**config.mk**
```make
export PLATFORM = sky130hd
export DESIGN_NAME = payload_protocol_classifier_top_flat
export DESIGN_NICKNAME = d
export VERILOG_FILES = /design/src/rtl/ppc_pkg.sv /design/src/rtl/ppc_channels_if.sv /design/src/rtl/payload_protocol_classifier_top.sv /design/src/flat_wrapper.sv
export SDC_FILE = /design/constraint.sdc
export NUM_CORES = 1
export LEC_CHECK = 0
export CAP_MARGIN = 20
export CORE_MARGIN = 5
export CORE_UTILIZATION = 30
export CTS_CLUSTER_SIZE = 8
export DETAILED_ROUTE_END_ITERATION = 16
export DONT_BUFFER_PORTS = 1
export SETUP_SLACK_MARGIN = 0.15
export SLEW_MARGIN = 20
export SYNTH_ARGS = -nofsm -noshare
export SYNTH_HDL_FRONTEND = slang
export SYNTH_SLANG_ARGS = --single-unit
```
**constraint.sdc**
```tcl
create_clock -name clock -period 19.6 [get_ports clock]
set_clock_uncertainty 0.2 [all_clocks]
set_input_delay 3.92 -clock clock [delete_from_list [all_inputs] [get_ports clock]]
set_output_delay 3.92 -clock clock [all_outputs]
set_load 0.01 [all_outputs]
```
**src/rtl/ppc_pkg.sv**
```systemverilog
// Shared types and codes for the payload protocol classifier.
// No dependencies; the channel interfaces and the top level import it.
package ppc_pkg;

   localparam int PREFIX_BYTES = 20;
   localparam int NAME_LIMIT   = 256;
   localparam logic [15:0] DEPTH_RESET = 16'd1024;

   // Parser phase codes.
   localparam logic [4:0] PH_FIXED     = 5'd0;
   localparam logic [4:0] PH_SIDLEN    = 5'd1;
   localparam logic [4:0] PH_SIDSKIP   = 5'd2;
   localparam logic [4:0] PH_CIPH_HI   = 5'd3;
   localparam logic [4:0] PH_CIPH_LO   = 5'd4;
   localparam logic [4:0] PH_CIPH_SKIP = 5'd5;
   localparam logic [4:0] PH_COMP_LEN  = 5'd6;
   localparam logic [4:0] PH_COMP_SKIP = 5'd7;
   localparam logic [4:0] PH_EXTLEN_HI = 5'd8;
   localparam logic [4:0] PH_EXTLEN_LO = 5'd9;
   localparam logic [4:0] PH_ET_HI     = 5'd10;
   localparam logic [4:0] PH_ET_LO     = 5'd11;
   localparam logic [4:0] PH_EL_HI_O   = 5'd12;
   localparam logic [4:0] PH_EL_LO_O   = 5'd13;
   localparam logic [4:0] PH_EXT_SKIP  = 5'd14;
   localparam logic [4:0] PH_EL_HI_S   = 5'd15;
   localparam logic [4:0] PH_EL_LO_S   = 5'd16;
   localparam logic [4:0] PH_LIST_HI   = 5'd17;
   localparam logic [4:0] PH_LIST_LO   = 5'd18;
   localparam logic [4:0] PH_NAME_TYPE = 5'd19;
   localparam logic [4:0] PH_HN_HI     = 5'd20;
   localparam logic [4:0] PH_HN_LO     = 5'd21;
   localparam logic [4:0] PH_DONE      = 5'd22;
   localparam logic [4:0] PH_FAIL      = 5'd23;

   // Transport kinds.
   localparam logic [1:0] TR_TCP = 2'd1;
   localparam logic [1:0] TR_UDP = 2'd2;

   // Protocol codes.
   localparam logic [4:0] APP_UNKNOWN    = 5'd0;
   localparam logic [4:0] APP_WEB        = 5'd1;
   localparam logic [4:0] APP_WEB_TLS    = 5'd2;
   localparam logic [4:0] APP_NAMESVC    = 5'd3;
   localparam logic [4:0] APP_SSH        = 5'd4;
   localparam logic [4:0] APP_FILEXFER   = 5'd5;
   localparam logic [4:0] APP_SMTP       = 5'd6;
   localparam logic [4:0] APP_MAILBOX    = 5'd7;
   localparam logic [4:0] APP_MAILSYNC   = 5'd8;
   localparam logic [4:0] APP_TELNET     = 5'd9;
   localparam logic [4:0] APP_RDP        = 5'd10;
   localparam logic [4:0] APP_VNC        = 5'd11;
   localparam logic [4:0] APP_SOCKS4     = 5'd12;
   localparam logic [4:0] APP_SOCKS5     = 5'd13;
   localparam logic [4:0] APP_TORRENT    = 5'd14;
   localparam logic [4:0] APP_QUIC       = 5'd15;
   localparam logic [4:0] APP_RTSP       = 5'd16;
   localparam logic [4:0] APP_SIP        = 5'd17;
   localparam logic [4:0] APP_CHAT       = 5'd18;
   localparam logic [4:0] APP_XMPP       = 5'd19;
   localparam logic [4:0] APP_OVPN       = 5'd20;
   localparam logic [4:0] APP_WIREGUARD  = 5'd21;
   localparam logic [4:0] APP_TLS        = 5'd22;

   // Confidence levels.
   localparam logic [2:0] CONF_NONE    = 3'd0;
   localparam logic [2:0] CONF_LOW     = 3'd1;
   localparam logic [2:0] CONF_MEDIUM  = 3'd2;
   localparam logic [2:0] CONF_HIGH    = 3'd3;
   localparam logic [2:0] CONF_CERTAIN = 3'd4;

   // Detection method bits.
   localparam logic [4:0] METH_NONE      = 5'b00000;
   localparam logic [4:0] METH_PORT      = 5'b00001;
   localparam logic [4:0] METH_PATTERN   = 5'b00010;
   localparam logic [4:0] METH_HEURISTIC = 5'b00100;
   localparam logic [4:0] METH_DPI       = 5'b01000;
   localparam logic [4:0] METH_SNI       = 5'b10000;

   typedef struct packed {
      logic [7:0]  payload_byte;
      logic        last_byte;
      logic        no_payload;
      logic [15:0] dest_port;
      logic [1:0]  transport;
   } req_word_type;

   typedef struct packed {
      logic [4:0]  protocol;
      logic [2:0]  confidence;
      logic [4:0]  methods;
      logic [15:0] tls_version;
   } rsp_word_type;

endpackage

```
**src/rtl/ppc_channels_if.sv**
```systemverilog
// Valid/ready channel interfaces for request and response words.
// Depends on ppc_pkg for the word types.
interface ppc_req_if import ppc_pkg::*; ();
   logic         valid;
   logic         ready;
   req_word_type data;
   modport source (output valid, output data, input ready);
   modport sink (input valid, input data, output ready);
endinterface

interface ppc_rsp_if import ppc_pkg::*; ();
   logic         valid;
   logic         ready;
   rsp_word_type data;
   modport source (output valid, output data, input ready);
   modport sink (input valid, input data, output ready);
endinterface

```
**src/rtl/payload_protocol_classifier_top.sv**
```systemverilog
// The result word of a packet is registered and appears in the cycle after its last word is accepted.
// Throughput: one word per cycle; the parser state and prefix update in one pass per byte.
// A new word is taken whenever the result register is empty or is being read.
// Reset: synchronous, active high; clears the parser, the prefix count, the result
// valid and sets the inspection depth to 1024.
// Depends on ppc_pkg and the interfaces in ppc_channels_if.
module payload_protocol_classifier_top import ppc_pkg::*; (
   input  logic        clock,
   input  logic        reset,
   ppc_req_if.sink     req_chan,
   ppc_rsp_if.source   rsp_chan,
   input  logic        csr_write_enable,
   input  logic [15:0] csr_write_data
);

   logic [15:0] depth_ff;
   logic [15:0] count_ff, count_in;
   logic [7:0]  prefix_ff [PREFIX_BYTES];
   logic [7:0]  p [PREFIX_BYTES];
   logic [4:0]  phase_ff, phase_in;
   logic [15:0] skip_ff, skip_in;
   logic [16:0] need_ff, need_in;
   logic [15:0] hold_ff, hold_in;
   logic        sni_ff, sni_in;
   logic [15:0] version_ff, version_in;
   logic        rsp_valid_ff;
   rsp_word_type rsp_ff, rsp_in;

   logic        accept;
   logic        take_byte;
   logic [7:0]  b;
   logic [15:0] w;
   logic [16:0] end_need;
   logic [15:0] idx;

   assign accept         = req_chan.valid && req_chan.ready;
   assign req_chan.ready = !rsp_valid_ff || rsp_chan.ready;
   assign rsp_chan.valid = rsp_valid_ff;
   assign rsp_chan.data  = rsp_ff;

   assign b         = req_chan.data.payload_byte;
   assign idx       = count_ff;
   assign take_byte = !req_chan.data.no_payload && (count_ff < depth_ff);
   assign w         = {hold_ff[7:0], b};
   assign end_need  = {1'b0, idx} + 17'd1 + {1'b0, w};

   // Per-port default protocol.
   function automatic logic [4:0] port_default(input logic [15:0] port,
                                               input logic [1:0] tr);
      logic [4:0] r;
      r = APP_UNKNOWN;
      if (tr == TR_TCP) begin
         case (port)
            16'd80:    r = APP_WEB;
            16'd443:   r = APP_WEB_TLS;
            16'd22:    r = APP_SSH;
            16'd21:    r = APP_FILEXFER;
            16'd25:    r = APP_SMTP;
            16'd110:   r = APP_MAILBOX;
            16'd143:   r = APP_MAILSYNC;
            16'd23:    r = APP_TELNET;
            16'd3389:  r = APP_RDP;
            16'd5900:  r = APP_VNC;
            16'd1080:  r = APP_SOCKS5;
            16'd554:   r = APP_RTSP;
            16'd5060:  r = APP_SIP;
            16'd6667, 16'd6668, 16'd6669: r = APP_CHAT;
            16'd5222, 16'd5269: r = APP_XMPP;
            16'd1194:  r = APP_OVPN;
            16'd51820: r = APP_WIREGUARD;
            default:   r = APP_UNKNOWN;
         endcase
      end else if (tr == TR_UDP) begin
         case (port)
            16'd53:    r = APP_NAMESVC;
            16'd443:   r = APP_QUIC;
            16'd5060:  r = APP_SIP;
            16'd1194:  r = APP_OVPN;
            16'd51820: r = APP_WIREGUARD;
            default:   r = APP_UNKNOWN;
         endcase
      end
      return r;
   endfunction

   // TLS ClientHello parser: one phase step per inspected byte.
   always_comb begin
      phase_in   = phase_ff;
      skip_in    = skip_ff;
      need_in    = need_ff;
      hold_in    = hold_ff;
      sni_in     = sni_ff;
      version_in = version_ff;
      count_in   = count_ff;
      if (take_byte) begin
         count_in = count_ff + 16'd1;
         case (phase_ff)
            PH_FIXED: begin
               if ((idx == 16'd0 && b != 8'h16) || (idx == 16'd5 && b != 8'h01)) begin
                  phase_in = PH_FAIL;
               end else begin
                  if (idx == 16'd1) version_in = {b, 8'h00};
                  if (idx == 16'd2) version_in = {version_ff[15:8], b};
                  if (idx == 16'd3) hold_in = {8'h00, b};
                  if (idx == 16'd4 && ({1'b0, w} + 17'd5) > need_ff) begin
                     need_in = {1'b0, w} + 17'd5;
                  end
                  if (idx >= 16'd42) phase_in = PH_SIDLEN;
               end
            end
            PH_SIDLEN: begin
               if (b == 8'h00) phase_in = PH_CIPH_HI;
               else begin
                  skip_in  = {8'h00, b};
                  phase_in = PH_SIDSKIP;
               end
            end
            PH_CIPH_HI: begin
               hold_in  = {8'h00, b};
               phase_in = PH_CIPH_LO;
            end
            PH_CIPH_LO: begin
               if (w == 16'd0) phase_in = PH_COMP_LEN;
               else begin
                  skip_in  = w;
                  phase_in = PH_CIPH_SKIP;
               end
            end
            PH_COMP_LEN: begin
               if (b == 8'h00) phase_in = PH_EXTLEN_HI;
               else begin
                  skip_in  = {8'h00, b};
                  phase_in = PH_COMP_SKIP;
               end
            end
            PH_SIDSKIP, PH_CIPH_SKIP, PH_COMP_SKIP, PH_EXT_SKIP: begin
               if (skip_ff <= 16'd1) begin
                  skip_in = 16'd0;
                  case (phase_ff)
                     PH_SIDSKIP:   phase_in = PH_CIPH_HI;
                     PH_CIPH_SKIP: phase_in = PH_COMP_LEN;
                     PH_COMP_SKIP: phase_in = PH_EXTLEN_HI;
                     default:      phase_in = PH_ET_HI;
                  endcase
               end else begin
                  skip_in = skip_ff - 16'd1;
               end
            end
            PH_EXTLEN_HI, PH_ET_HI, PH_EL_HI_O, PH_EL_HI_S, PH_HN_HI: begin
               hold_in  = {8'h00, b};
               phase_in = phase_ff + 5'd1;
            end
            PH_EXTLEN_LO: begin
               if (end_need > need_ff) need_in = end_need;
               phase_in = PH_ET_HI;
            end
            PH_ET_LO: begin
               phase_in = (w == 16'd0) ? PH_EL_HI_S : PH_EL_HI_O;
            end
            PH_EL_LO_O: begin
               if (end_need > need_ff) need_in = end_need;
               if (w == 16'd0) phase_in = PH_ET_HI;
               else begin
                  skip_in  = w;
                  phase_in = PH_EXT_SKIP;
               end
            end
            PH_EL_LO_S: begin
               if (end_need > need_ff) need_in = end_need;
               if (w < 16'd2) phase_in = PH_FAIL;
               else begin
                  hold_in  = w - 16'd2;
                  phase_in = PH_LIST_HI;
               end
            end
            PH_LIST_HI: begin
               skip_in  = {8'h00, b};
               phase_in = PH_LIST_LO;
            end
            PH_LIST_LO: begin
               skip_in  = 16'd0;
               phase_in = ({skip_ff[7:0], b} > hold_ff) ? PH_FAIL : PH_NAME_TYPE;
            end
            PH_NAME_TYPE: begin
               phase_in = (b == 8'h00) ? PH_HN_HI : PH_FAIL;
            end
            PH_HN_LO: begin
               if (w > 16'd0 && w < 16'(NAME_LIMIT)) begin
                  sni_in   = 1'b1;
                  phase_in = PH_DONE;
               end else begin
                  phase_in = PH_FAIL;
               end
            end
            default: begin
               phase_in = phase_ff;
            end
         endcase
      end
   end

   // Prefix view including the byte being accepted.
   always_comb begin
      for (int i = 0; i < PREFIX_BYTES; i++) begin
         p[i] = (take_byte && count_ff == 16'(i)) ? b : prefix_ff[i];
      end
   end

   // Signature checks in priority order, over the updated state.
   always_comb begin
      logic [4:0] dp;
      logic [2:0] dc;
      logic [4:0] db;
      logic       hit;
      logic [31:0] l4;
      logic [15:0] len;
      len = count_in;
      l4  = {p[0], p[1], p[2], p[3]};
      hit = 1'b1;
      dp  = APP_UNKNOWN;
      dc  = CONF_NONE;
      db  = METH_NONE;
      if (sni_in && need_in <= {1'b0, len}) begin
         dp = APP_WEB_TLS; dc = CONF_HIGH; db = METH_SNI;
      end else if (len >= 16'd3 && p[0] == 8'h16 && p[1] == 8'h03) begin
         dp = APP_TLS; dc = CONF_MEDIUM; db = METH_DPI;
      end else if ((len >= 16'd4 && (l4 == "GET " || l4 == "POST" || l4 == "PUT " ||
                    l4 == "HEAD" || l4 == "DELE" || l4 == "OPTI" || l4 == "TRAC" ||
                    l4 == "CONN" || l4 == "PATC")) ||
                   (len >= 16'd8 && {l4, p[4], p[5], p[6]} == "HTTP/1.")) begin
         dp = APP_WEB; dc = CONF_HIGH; db = METH_PATTERN;
      end else if (len >= 16'd4 && l4 == "SSH-") begin
         dp = APP_SSH; dc = CONF_HIGH; db = METH_PATTERN;
      end else if (len >= 16'd12 && p[2][6:3] <= 4'd5) begin
         dp = APP_NAMESVC; dc = CONF_MEDIUM; db = METH_HEURISTIC;
      end else if (len >= 16'd3 && p[0] == 8'h05 && p[1] > 8'd0 && p[1] < 8'd10) begin
         dp = APP_SOCKS5; dc = CONF_HIGH; db = METH_PATTERN;
      end else if (len >= 16'd8 && p[0] == 8'h04 && (p[1] == 8'h01 || p[1] == 8'h02)) begin
         dp = APP_SOCKS4; dc = CONF_HIGH; db = METH_PATTERN;
      end else if (len >= 16'd5 && p[0][7]) begin
         dp = APP_QUIC; dc = CONF_MEDIUM; db = METH_DPI;
      end else if (len >= 16'd20 && p[0] == 8'h13 &&
                   {p[1], p[2], p[3], p[4], p[5], p[6], p[7], p[8], p[9], p[10],
                    p[11], p[12], p[13], p[14], p[15], p[16], p[17], p[18], p[19]}
                   == "BitTorrent protocol") begin
         dp = APP_TORRENT; dc = CONF_CERTAIN; db = METH_PATTERN;
      end else if (len >= 16'd11 && p[0] == 8'h03 && p[1] == 8'h00 && p[5] == 8'he0) begin
         dp = APP_RDP; dc = CONF_HIGH; db = METH_DPI;
      end else if (len >= 16'd12 && l4 == "RFB ") begin
         dp = APP_VNC; dc = CONF_HIGH; db = METH_PATTERN;
      end else begin
         hit = 1'b0;
      end

      rsp_in = '0;
      if (req_chan.data.transport == TR_TCP || req_chan.data.transport == TR_UDP) begin
         rsp_in.protocol = port_default(req_chan.data.dest_port, req_chan.data.transport);
         if (rsp_in.protocol != APP_UNKNOWN) begin
            rsp_in.confidence = CONF_LOW;
            rsp_in.methods    = METH_PORT;
         end
         if (len != 16'd0 && hit) begin
            rsp_in.protocol   = dp;
            rsp_in.confidence = dc;
            rsp_in.methods    = rsp_in.methods | db;
            if (db == METH_SNI) rsp_in.tls_version = version_in;
         end
      end
   end

   // Prefix store: written only while the byte index is inside the prefix.
   always_ff @(posedge clock) begin
      if (accept) begin
         for (int i = 0; i < PREFIX_BYTES; i++) begin
            prefix_ff[i] <= p[i];
         end
      end
   end

   // Parser state and depth register.
   always_ff @(posedge clock) begin
      if (reset) begin
         depth_ff   <= DEPTH_RESET;
         count_ff   <= '0;
         phase_ff   <= PH_FIXED;
         skip_ff    <= '0;
         need_ff    <= '0;
         hold_ff    <= '0;
         sni_ff     <= 1'b0;
         version_ff <= '0;
      end else begin
         if (csr_write_enable) depth_ff <= csr_write_data;
         if (accept) begin
            if (req_chan.data.last_byte) begin
               count_ff   <= '0;
               phase_ff   <= PH_FIXED;
               skip_ff    <= '0;
               need_ff    <= '0;
               hold_ff    <= '0;
               sni_ff     <= 1'b0;
               version_ff <= '0;
            end else begin
               count_ff   <= count_in;
               phase_ff   <= phase_in;
               skip_ff    <= skip_in;
               need_ff    <= need_in;
               hold_ff    <= hold_in;
               sni_ff     <= sni_in;
               version_ff <= version_in;
            end
         end
      end
   end

   // Result register.
   always_ff @(posedge clock) begin
      if (reset) begin
         rsp_valid_ff <= 1'b0;
      end else if (accept && req_chan.data.last_byte) begin
         rsp_valid_ff <= 1'b1;
      end else if (rsp_chan.ready) begin
         rsp_valid_ff <= 1'b0;
      end
   end

   always_ff @(posedge clock) begin
      if (accept && req_chan.data.last_byte) begin
         rsp_ff <= rsp_in;
      end
   end

endmodule
```
**src/flat_wrapper.sv**
```systemverilog
// flat-port wrapper written by rule: the top's interface ports become plain ports
module payload_protocol_classifier_top_flat import ppc_pkg::*;
  (clock, reset, csr_write_enable, csr_write_data, req_chan_valid, req_chan_data, req_chan_ready, rsp_chan_valid, rsp_chan_data, rsp_chan_ready);
  ppc_req_if req_chan_i ();
  ppc_rsp_if rsp_chan_i ();
  input  logic clock;
  input  logic reset;
  input  logic csr_write_enable;
  input  logic [15:0] csr_write_data;
  input wire logic [$bits(req_chan_i.valid)-1:0] req_chan_valid;
  input wire logic [$bits(req_chan_i.data)-1:0] req_chan_data;
  output wire logic [$bits(req_chan_i.ready)-1:0] req_chan_ready;
  output wire logic [$bits(rsp_chan_i.valid)-1:0] rsp_chan_valid;
  output wire logic [$bits(rsp_chan_i.data)-1:0] rsp_chan_data;
  input wire logic [$bits(rsp_chan_i.ready)-1:0] rsp_chan_ready;
  assign req_chan_i.valid = req_chan_valid;
  assign req_chan_i.data = req_chan_data;
  assign req_chan_ready = req_chan_i.ready;
  assign rsp_chan_valid = rsp_chan_i.valid;
  assign rsp_chan_data = rsp_chan_i.data;
  assign rsp_chan_i.ready = rsp_chan_ready;
  payload_protocol_classifier_top u_core (.clock(clock), .reset(reset), .req_chan(req_chan_i), .rsp_chan(rsp_chan_i), .csr_write_enable(csr_write_enable), .csr_write_data(csr_write_data));
endmodule
```
### Yosys cells after proc, flatten, opt, wreduce, memory -nomap -nowiden

Memory sizes are Yosys's and may differ from the RTL's.
Cells that the tools add are included.

* add/sub/neg operators: 7
* order comparisons: 20
* eq/ne operators: 95
* mux-type cells: 123
* bitwise operators: 1
* reduce and logical (&&, ||, !) cells: 86

Operator list (count)
* $eq A32 B31 Y1 const B: 11
* $mux W16: 19
* $mux W8: 21
* $eq A152 B151 Y1 const B: 1
* $mux W5: 28
* $eq A16 B4 Y1 const B: 8
* $eq A16 B5 Y1 const B: 8
* $eq A16 B13 Y1 const B: 7
* $mux W17: 5
* $pmux W5 S17: 1
* $pmux W16 S5: 1
* $pmux W5 S15: 1
* $eq A16 B3 Y1 const B: 4
* $eq A56 B55 Y1 const B: 1
* $ge A16 B4 Y1 const B: 3
* $pmux W16 S3: 1
* $logic_and A1 B1 Y1: 47
* $eq A5 B4 Y1 const B: 8
* $mux W3: 13
* $eq A5 B5 Y1 const B: 7
* $gt A17 B17 Y1: 2
* $pmux W17 S2: 1
* $eq A16 B11 Y1 const B: 2
* $eq A16 B2 Y1 const B: 2
* other kinds (70): 130

* register bits: 133
* RAM bits: 160
* input bits: 49
* output and inout port bits: 31
* logic and storage cells: 346
* memories: 1

Memory list
* u_core.prefix_ff: words 20, bits a word 8, read ports 20, clocked after memory_dff 0, wr ports 20, line payload_protocol_classifier_top.sv:18 `logic [7:0] prefix_ff [PREFIX_BYTES];`

### Longest topological paths before layout

Gate-level depths: netlist of run 1.

* depth in word-level cells: 21
* gate-level depth with buffers: 38
* mapped depth without buffers: 35

### Worst setup path after synthesis of run 1

No wires, ideal clock.

* path kind: input to register
* start point: input port req_chan_data[20]
* end point: register u_core.rsp_ff (netlist bit u_core.rsp_chan.data[25]), data pin
* library setup time: 0.182 ns
* arrival time: 11.005 ns
* required time: 19.218 ns
* path slack: 8.213 ns
* cell stages on the path: 37
* path buffers: 4
* cell sequence: clkbuf_1 -> inv_1 -> clkbuf_1 -> ha_1 -> inv_1 -> fa_1 -> a21oi_1 -> o211ai_1 -> a2111oi_0 -> o21bai_1 -> a21oi_1 -> o21bai_1 -> a21oi_1 -> xnor2_1 -> ha_1 -> a211oi_1 -> nor2_1 -> a211o_1 -> o21a_1 -> o21ai_0 -> inv_1 -> clkbuf_1 -> o22ai_1 -> ha_1 -> a21o_1 -> a2111oi_0 -> nand2_1 -> or2_2 -> o311ai_0 -> o21ai_0 -> nor4_1 -> a21o_1 -> or4_1 -> buf_2 -> nor3_1 -> a21oi_1 -> nor4b_1

* cells in the longest elaborated chain, start to end: 17
* elaborated cells between the ends (all ways): 118
* classes of those cells: add/sub (2); order compare (7); eq/ne (24); mux (51); reduce/logical (34)

RTL lines
* from (decl): line flat_wrapper.sv:11 `input wire logic [$bits(req_chan_i.data)-1:0] req_chan_data;`
* branches (longest 16 deep; another with $add A16 B3 Y17)
* $mux W29 (*): line payload_protocol_classifier_top.sv:262 `if (len != 16'd0 && hit) begin`
* to (signal assigned): line payload_protocol_classifier_top.sv:328 `rsp_ff <= rsp_in;`
* to (decl): line payload_protocol_classifier_top.sv:27 `rsp_word_type rsp_ff, rsp_in;`

Mark *: on every way between the ends.
A chain may end at the register's enable or synchronous reset.

### Worst setup path in the final report of run 1

* start point: input port req_chan_data[20]
* end point: register u_core.rsp_ff (netlist bit u_core.rsp_chan.data[4]), data pin

* cells in the longest elaborated chain, start to end: 17
* elaborated cells between the ends (all ways): 122
* classes of those cells: add/sub (2); order compare (7); eq/ne (25); mux (53); reduce/logical (35)

RTL lines
* branches (longest 17 deep; another with $add A16 B3 Y17)

Parallel ways; which one is timed is not known.

==> flow_metrics.tcl, run 1 <==
set metrics [dict create \
    fin_cells 3488 \
    synth_ff_type "edfxtp_1" \
    synth.distinct_cells 94 \
    power.switching_mw 0.459 \
    critPathBufInv 3 \
    crit_fanout 39 \
    num_io_pins 80 \
    grt_pass1_vias 19000 \
    hold_class "flip-flop to flip-flop" \
    drtIter0Drc 2483 \
    cts_resized 0 \
    rrSetupSlack_ns 10.73 \
    synthCells 2566 \
    path_clk_slew_ns 0.05 \
    pwr-share-seq 0.440 \
    design_area_um2 24200 \
    fin_nets 2667 \
    synth_edf_count 189 \
    critPathKind "input port to flip-flop" \
    slew_headroom 0.195 \
    worstMarginPinSlew_ns 1.19 \
    fin_crit_ns 11.58 \
    swShare 0.281 \
    min_from "u_core.hold_ff[15]" \
    yosys-top-cells-count "253 x nand2_1, 252 x nor2_1, 189 x edfxtp_1" \
    maxSlewViolCount 0 \
    critical_path_required_ns 19.82 \
    first_pass_iters 6 \
    fmax_mhz 86.3 \
    holdPathStages 2 \
    r2r-start "u_core.count_ff[0]" \
    start_util 0.302 \
    antenna_found_initial 0 \
    setup_violations 0 \
    ant_nets 0 \
    ctsHoldBuffers 0 \
    synth_area_um2 22100 \
    combPwrFrac 0.135 \
    ff2ff_path_depth 31 \
    p_int_mw 1.17 \
    rsz0062_at_grt "false" \
    cpMaxStageDelayCell "a2111oi_0" \
    fin_hold_ws_ns 0.249 \
    viasPerCell 5.92 \
    ys_ff_latch 293 \
    die_y_um 281 \
    die_w_um 281 \
    placedCellCount 3414 \
    path_delay_family "compound AO/OA/AOI/OAI gates" \
    numCtsBuffers 42 \
    async_reset_ff_frac 0 \
    fp.coreArea_um2 73000 \
    critPathArrivalTime_ns 11.81 \
    vdd_drop_max_v 0.0000623 \
    r2r-end "u_core.rsp_chan.data[4]" \
    synth_area_leaders "edfxtp_1 26%, dfxtp_1 9.4%, ha_1 6.6%" \
    post-route-period-util 0.591 \
    grt_pass1_wl_mm 117 \
    hold_end "u_core.hold_ff[15]" \
    gr-total-overflow 0 \
    dieArea_um2 79100 \
    antenna_cells 0 \
    synth.most_common_cell "nand2_1" \
    synthesis.nets 2732 \
    dpl_cell_area_um2 23000 \
    area_delta_synth_final_pct 9.84 \
    synth_top_area_share 0.257 \
    status "completed" \
    maxCapViolCount 0 \
    setup_tns_ns 0 \
    start_kind "input port" \
    syn_area_per_cell_um2 8.60 \
    wire_per_inst_um 22.4 \
    end_kind "flip-flop" \
    yosys_warnings 0 \
    final_hold_viol_count 0 \
    power.density_nw_per_um2 67.4 \
    p_clk_frac 0.425 \
    drc 0 \
    cts_sinks 293 \
    post_cts_buffers 0 \
    synth_largest_area_cell "edfxtp_1" \
    cts_root_buffer "clkbuf_16" \
    rows 99 \
    io_buffers 0 \
    clock_path_buffers 3 \
    gp_congestion 0.990 \
    slowest_delay_ns 0.72 \
    hpwl_mm 55.1 \
    finalWirelength_mm 78.3 \
    synth-seq-area-share 0.352 \
    grt_use_total 0.188 \
    vias 20600 \
    grt_max_degree 104 \
    htreeDepth 2 \
    leakage_nw 8.46 \
    insertion_delay_ns 0.59 \
    cts_tree "done" \
    drive_gt1_frac 0.0949 \
]
==> worst max-delay path by stage <==
stage                 startpoint                        to  slack, ns  depth (start not counted)
2_1_floorplan  req_chan_data[20]  u_core.rsp_chan.data[25]       8.21                         37
3_3_place_gp   req_chan_data[20]  u_core.rsp_chan.data[14]       7.65                         31
3_5_place_dp   req_chan_data[20]   u_core.rsp_chan.data[7]       7.54                         31
4_1_cts        req_chan_data[20]   u_core.rsp_chan.data[4]       8.14                         31
5_1_grt        req_chan_data[20]  u_core.rsp_chan.data[10]       7.32                         30
6_report       req_chan_data[20]   u_core.rsp_chan.data[4]       8.02                         31
==> tightest hold or removal path, delay by kind of cell (launching register included) <==
| kind | cells | cell delay (ns) |
|---|---|---|
| AOI/OAI and AO/OA | 1 | 0.05 |
| DFF | 1 | 0.31 |
| and+or+nand+nor | 1 | 0.05 |
==> metal layers <==
layer	global-route usage	routed length, µm	vias up
met4	0.0713	3230	0
met1	0.249	33000	9884
li1	-	-	9520
met2	0.304	35500	1012
met3	0.0380	6590	222
met5	0	0	-
==> flip-flops by register name, indices dropped and copies added, names as in the netlist <==
register,count
u_core.rsp_chan.data,29
u_core.prefix_ff,160
u_core.hold_ff,16
u_core.version_ff,16
u_core.rsp_chan.valid,1
u_core.depth_ff,16
u_core.need_ff,17
u_core.sni_ff,1
u_core.count_ff,16
u_core.skip_ff,16
u_core.phase_ff,5
==> power groups by stage <==
| stage | logic (mW) | clock network, mW | registers, mW |
|---|---|---|---|
| after CTS | 0.216 | 0.714 | 0.717 |
| after detailed placement | 0.215 | 0 | 0.729 |
| after floorplan | 0.173 | 0 | 0.723 |
| final | 0.220 | 0.694 | 0.718 |
| after global placement | 0.213 | 0 | 0.729 |
| after global routing | 0.240 | 0.737 | 0.721 |
==> layout by cell type (no fill, tap or decap), types with 80 or more instances in the layout <==
cell type / count
a21oi_1: 134
nand2_1: 253
mux2_2: 105
nor2_1: 252
o21ai_0: 134
nand3_1: 112
nand4_1: 80
edfxtp_1: 189
inv_1: 113
dfxtp_1: 104
ha_1: 116
==> final cells by class <==
| type | instances | area (µm²) |
|---|---|---|
| fill | 7546 | 48700 |
| inverter | 116 | 440 |
| clock buffer | 69 | 1150 |
| timing repair buffer | 36 | 272 |
| sequential | 293 | 7760 |
| multi-input combinational | 2012 | 13300 |
| tap | 959 | 1200 |
| clock inverter | 3 | 70.1 |
==> logic make-up (layout without fill, tap and decap cells) <==
kind of cell,after synthesis,after routing,share of synthesized area
AOI/OAI and AO/OA,591,591,0.178
buffers and inverters,261,224,0.0451
and+or+nand+nor,1056,1056,0.244
adders and majority gates,117,117,0.0667
xor gates and xnor gates,65,65,0.0258
DFF,293,293,0.352
muxes,183,183,0.0890
==> stage by stage <==
step | utilization | setup WS, ns | total power [mW]
6_report | 0.332 | 8.02 | 1.63
5_1_grt | 0.332 | 7.32 | 1.70
4_1_cts | 0.332 | 8.14 | 1.65
3_5_place_dp | 0.315 | 7.54 | 0.944
3_3_place_gp | 0.315 | 7.65 | 0.942
2_1_floorplan | - | 8.21 | 0.896
Power figures use the tool's default switching activity.
==> run 2: changes to the inputs <==
Settings changed: ABC_AREA from default to 1.
Clock period 19.6 ns to 12.1 ns, I/O delays scaled along.
==> flow_metrics.tcl, run 2 <==
set metrics [dict create \
    rsz0062_at_grt "false" \
    maxSlewViolCount 0 \
    start_kind "input port" \
    synthesis.nets 3155 \
    synth-seq-area-share 0.368 \
    insertion_delay_ns 0.57 \
    regMostFlops "u_core.prefix_ff" \
    fillers 7670 \
    ctsHoldBuffers 0 \
    synth_ff_type "edfxtp_1" \
    worstMarginPinSlew_ns 1.03 \
    io_buffers 0 \
    status "completed" \
    r2r-start "u_core.count_ff[2]" \
    cts_root_buffer "clkbuf_16" \
    dieArea_um2 75600 \
    fp.coreArea_um2 69900 \
    first_pass_iters 6 \
    finalWirelength_mm 65.8 \
    die_w_um 275 \
    grt_max_degree 102 \
    drive_gt1_frac 0.0582 \
    setup_tns_ns 0 \
    grt_pass1_vias 17900 \
    yosys-top-cells-count "699 x nand2_1, 490 x inv_1, 333 x nor2_1" \
    critPathArrivalTime_ns 9.28 \
    grt_use_total 0.168 \
    hpwl_mm 47.6 \
    synth_area_leaders "edfxtp_1 27%, nand2_1 12%, dfxtp_1 9.9%" \
    largest_reg_flops 160 \
    antenna_cells 0 \
    post-route-period-util 0.751 \
    viasPerCell 4.90 \
    num_io_pins 80 \
    htreeDepth 2 \
    synth_largest_area_cell "edfxtp_1" \
    ant_nets 0 \
    vdd_drop_max_v 0.000108 \
    fmax_mhz 110 \
    drtIter0Drc 1673 \
    slew_headroom 0.313 \
    vias 19200 \
    clock_path_buffers 3 \
    maxCapViolCount 0 \
    final_hold_viol_count 0 \
    fin_crit_ns 9.08 \
    synth_area_um2 21100 \
    post_cts_buffers 0 \
    grt_pass1_wl_mm 102 \
    mostFrequentLayoutCells "698 x nand2_1, 489 x inv_1, 331 x nor2_1, 201 x o21ai_0, 189 x edfxtp_1" \
    yosys_warnings 0 \
    end_kind "flip-flop" \
    cts_tree "done" \
    die_y_um 275 \
    final_common_cell "nand2_1" \
    syn_area_per_cell_um2 7.05 \
    crit_top_cell "nand2_1" \
    antenna_found_initial 0 \
    critPathKind "input port to flip-flop" \
    synth.distinct_cells 60 \
    gr-total-overflow 0 \
    crit_fanout 22 \
    hold_class "flip-flop to flip-flop" \
    slowest_delay_ns 0.41 \
    cts_resized 0 \
    synthCells 2989 \
    ys_ff_latch 293 \
    critical_path_required_ns 12.30 \
    cts_sinks 293 \
    power.density_nw_per_um2 127 \
    path_clk_slew_ns 0.05 \
    rows 97 \
    synth.most_common_cell "nand2_1" \
    area_delta_synth_final_pct 9.95 \
    numCtsBuffers 43 \
    drc 0 \
    wire_per_inst_um 16.8 \
    synth_edf_count 189 \
    cpMaxStageDelayCell "clkinv_1" \
    synth_top_area_share 0.269 \
    start_util 0.301 \
    power.total_mw 2.94 \
    async_reset_ff_frac 0 \
    crit_start "req_chan_data[20]" \
    setup_violations 0 \
    gp_congestion 0.932 \
    min_from "u_core.version_ff[13]" \
    leakage_nw 10.2 \
    fin_nets 3119 \
    fin_hold_ws_ns 0.254 \
]
## run 2: per-stage QoR
| step | area [µm²] | utilization | setup WS [ns] | instances |
|---|---|---|---|---|
| after global placement | 22000 | 0.314 | 2.44 | 3848 |
| after global routing | 23200 | 0.331 | 2.32 | 3911 |
| final | 23200 | 0.331 | 3.02 | 3911 |
| after CTS | 23200 | 0.331 | 2.93 | 3911 |
| after detailed placement | 22000 | 0.314 | 2.35 | 3848 |
| after floorplan | 21100 | - | 2.97 | 2989 |
## run 2: final timing paths
check	endpoint	slack [ns]	cells after the start
worst min register to register	u_core.version_ff[13]	0.25	2
worst min-delay path	u_core.version_ff[13]	0.25	2
worst max-delay path	u_core.rsp_chan.data[5]	3.02	46
worst max register to register	u_core.rsp_chan.data[5]	4.20	42
## run 2: cell families (layout without fill, tap and decap cells)
family	Yosys count	in the layout	share of synthesized area
XOR/XNOR	59	59	0.0245
AND/OR/NAND/NOR	1404	1404	0.293
flip-flops	293	293	0.368
AO/OA/AOI/OAI	506	506	0.133
buffers and inverters	610	592	0.112
adder cells (fa/ha/maj)	117	117	0.0698
## run 2: power by group
group / total (mW) / switching [mW] / internal [mW] / leakage [nW]
logic: 0.657 / 0.458 / 0.199 / 6.89
registers: 1.18 / 0.0433 / 1.14 / 2.68
clock network: 1.10 / 0.451 / 0.647 / 0.581
## run 2: worst max-delay path: cells and delay by family
family / cells / cell delay, ns
xor gates and xnor gates: 1 / 0.21
adders and majority gates: 4 / 1.03
buffers and inverters: 5 / 0.68
and+or+nand+nor: 26 / 3.46
AOI/OAI and AO/OA: 10 / 1.43
## run 2: layout make-up
type | instances | area, µm² | share of cell area
clock buffers | 57 | 1130 | 0.0487
multi-input cells | 2086 | 11000 | 0.475
well taps | 940 | 1180 | 0.0508
clock inverters | 6 | 70.1 | 0.00302
repair buffers | 14 | 105 | 0.00454
flip-flops and latches | 293 | 7760 | 0.335
inverters | 515 | 1940 | 0.0836
## run 2: per-layer routing
metal	share of wire	vias to the layer above	wire length (µm)	track usage
met5	0	-	0	0
met4	0.035	0	2320	0.0593
met3	0.062	131	4060	0.0267
met2	0.46	584	30600	0.280
met1	0.44	8718	28900	0.222
li1	-	9733	-	-
